File: config.mk
export PLATFORM = sky130hd
export DESIGN_NAME = sdrc_crc_step
export DESIGN_NICKNAME = d
export VERILOG_FILES = /design/src/design/sdrc_pkg.sv /design/src/design/sdrc_crc_step.sv
export SDC_FILE = /design/constraint.sdc
export NUM_CORES = 1
export LEC_CHECK = 0
export CORE_AREA = 2 2 39 41
export DETAILED_ROUTE_END_ITERATION = 12
export DIE_AREA = 0 0 41 43
export DONT_BUFFER_PORTS = 1
export SETUP_SLACK_MARGIN = 0.4
export SYNTH_ARGS = -nofsm -noshare
export SYNTH_HDL_FRONTEND = slang
export SYNTH_SLANG_ARGS = --single-unit
export TNS_END_PERCENT = 5
File: constraint.sdc
create_clock -name vclk -period 1.6
set_input_delay 0.16 -clock vclk [all_inputs]
set_output_delay 0.16 -clock vclk [all_outputs]
set_load 0.005 [all_outputs]
File: src/design/sdrc_pkg.sv
// Shared types and constants for the SD block read CRC checker.
// Holds the result kind codes, the start token and the CRC-16/CCITT byte step.
// No dependencies.
package sdrc_pkg;

   typedef enum logic [2:0] {
      KIND_SKIP = 3'd0,
      KIND_DATA = 3'd1,
      KIND_OK   = 3'd2,
      KIND_BAD  = 3'd3,
      KIND_DONE = 3'd4
   } kind_type;

   localparam logic [7:0] START_TOKEN = 8'hFE;

   // Byte-wise CRC-16/CCITT step: poly 0x1021, no reflection.
   function automatic logic [15:0] crc16_byte(input logic [15:0] crc, input logic [7:0] d);
      logic [15:0] c;
      c = {crc[7:0], crc[15:8]};
      c = c ^ {8'h00, d};
      c = c ^ {12'h000, c[7:4]};
      c = c ^ {c[3:0], 12'h000};
      c = c ^ {3'b000, c[7:0], 5'b00000};
      return c;
   endfunction

endpackage

File: src/design/sdrc_crc_step.sv
// Next-value logic of the running block CRC.
// Clears at a start token, advances on payload bytes and holds otherwise.
// Depends on sdrc_pkg.
module sdrc_crc_step (
   input  logic [15:0] crc_cur,
   input  logic [7:0]  rx_byte,
   input  logic        clear,
   input  logic        advance,
   output logic [15:0] crc_next
);

   always_comb begin
      if (clear) begin
         crc_next = 16'h0000;
      end else if (advance) begin
         crc_next = sdrc_pkg::crc16_byte(crc_cur, rx_byte);
      end else begin
         crc_next = crc_cur;
      end
   end

endmodule

==> impl_results.md <==
* Overall via count from detail_route at about 440
* Worst IR drop on VDD at around 0.16 mV
* Buf/Inv on CP at 0
* HPWL after DPL at approximately 1000 um
* # Post-CTS Setup Buffers at 0
* Worst hold path type: in -> out
* GRT Util Overall at approximately an eighth
* Cell breakdown of the critical path: xor2_1 -> xnor3_1 -> a211oi_2
* Hold Crit Depth at 1
* Pins Over Slew Limit at 0
* Hold Slack at around 0.34 ns
* Rows at 14
* Final nets at 87
* Placed cells at 75
* Met1 usage at between 20% and 30%
* Die Ht at 43 um
* Slew HR at between 70% and 80%
* Clkbuf count at 0
* Area added between synthesis and finish at 7.77%
* GR Util met2 at approximately 21%
* Max Freq at 812 MHz
* Worst Min Path Start: clear
* Post-detailed-route via-to-cell ratio at 5.91
* FF+latch area at 0 um2
* I/O pins at 42
* Width of the chip at roughly 40 um
* Net Count, Synth at 88
* Setup violators final at 0
* Outcome: complete, no violations
* Slowest cell on the critical path: xnor3_1
* Cell taking the most area after synthesis: xnor3_1
* Detailed Routing Iterations Pass 1 at 3
* Final hold violations at 0
* FILL cells at around 130
* Syn avg cell area at between 10 and 15 um2
* Pin count of the biggest net entering global routing at 23
* Top cells by area, synth: xnor3_1 21%, xor3_1 15%, xnor2_1 11%
* Residual DRC count at 0
* Overflow after GRT at 0
* Port Buffers at 0
* Total power at around 0.00028 W
* Diodes inserted at 0
* Startpoint Class: input pin
* Initial antenna violation count at 0
* Count of cell types in the netlist at 18
* PD cells at between 300 and 400 nW/um2
* Most frequent cells in the layout: 12 x nor2_1, 7 x xnor2_1, 6 x xnor3_1, 5 x a211oi_1
* Gate Count Post-Synth at 62
* Num sequential at 0
* CP Max Fanout at 3
* Largest stage delay, worst path at about 0.44 ns
* Gr busiest metal: met2
* Routed Antenna Nets at 0
* Setup TNS Final at 0 ns
* DRT iter0 DRCs at 4
* RSZ-0062 raised after global routing: yes
* Max Cap Viol at 0
* Routed len/inst at roughly 16 um
* Layout cells sized above 1 at between 10% and 20%
* Final WL at 1200 um
* GP Congestion at about 0.62
* End of the worst hold path: crc_next[5]
* Die Area at between 1500 and 2000 um2
* Leak Pwr at around 0.32 nW
* Crit path capture type: primary output
* Core box area at roughly 1400 um2
* Crit share post-route at 77.0%
* Ys Warns at 0
* Top delay family on crit path: XOR/XNOR gates
* Crit path launch: rx_byte[6]
* Finished Layout Cells at 75
* Req. time, crit path at ~1.4 ns
* Global-route wire length before repair at roughly 1700 um
* Footprint of the multi-input gates at between 600 and 700 um2
* Commonest non-fill, non-tap cell in the layout: nor2_1
* Post-route minimum period at ~1.2 ns
* Vias in the first global route at roughly 400
* Arrival time at the worst endpoint at around 1.1 ns
* Register area share after synthesis at 0%
* Post-synth top area share at 21.0%
* Worst Tran Pin Value at ~0.36 ns
* Met3 usage at between 1.5 and 2%
* Initial core utilization at a little under half
* Crit Path Class: in -> out
* Netlist Area Pre-Place at 644 um2
[what timing repair did]
| item | CTS | global route |
|---|---|---|
| hold buffers | 0 | 0 |
| pin swaps | 0 | 0 |
| resized for setup | 1 | 1 |
| endpoints found under the setup margin | 7 | 7 |
[layer usage]
layer  part of all wire [%]  vias to the layer above
met5                      0                        -
met4                      0                        0
met3                     12                        0
met2                     47                       26
met1                     41                      199
li1                       -                      218
[through the flow]
step                util [%]  cell area (um2)  setup slack, ns
floorplan                  -              674            0.434
global placement        49.4              683            0.366
detailed placement      49.4              683            0.351
CTS                     49.4              683            0.374
global route            50.2              694            0.324
finish                  50.2              694            0.369
[kinds of logic after synthesis]
group	share of synthesized area (%)
AOI/OAI and AO/OA	15.7
xor gates and xnor gates	66.4
and+or+nand+nor	11.5
buffers and inverters	1.75
muxes	4.66
[layout make-up]
cell class	instances	area share, %
multi-input combinational	59	97.1
tap	16	2.88
[how the worst max path moves through the flow]
stage	end	slack, ns	cells after the start
finish	crc_next[6]	0.37	3
global route	crc_next[5]	0.32	3
detailed placement	crc_next[12]	0.35	3
floorplan	crc_next[5]	0.43	3
global placement	crc_next[12]	0.37	3
CTS	crc_next[15]	0.37	3
[cells in the mapped netlist]
master and count:
o21ai_1 1, o21ai_0 3, xnor3_1 6, xor2_1 1
buf_1 3, o22ai_1 1, mux2i_1 3, xor3_4 1
a211oi_2 3, xor3_1 4, nand2_1 4, xnor3_4 1
or2b_1 1, nor2_1 12, xnor2_1 8, xnor2_2 4
nand2b_1 1, a211oi_1 5
[where the power goes]
part           switching (W)  internal (W)
Clock                      0             0
Sequential                 0             0
Combinational      0.0000884      0.000188
Total              0.0000884      0.000188
No activity file was read; power rests on OpenSTA's default activity.
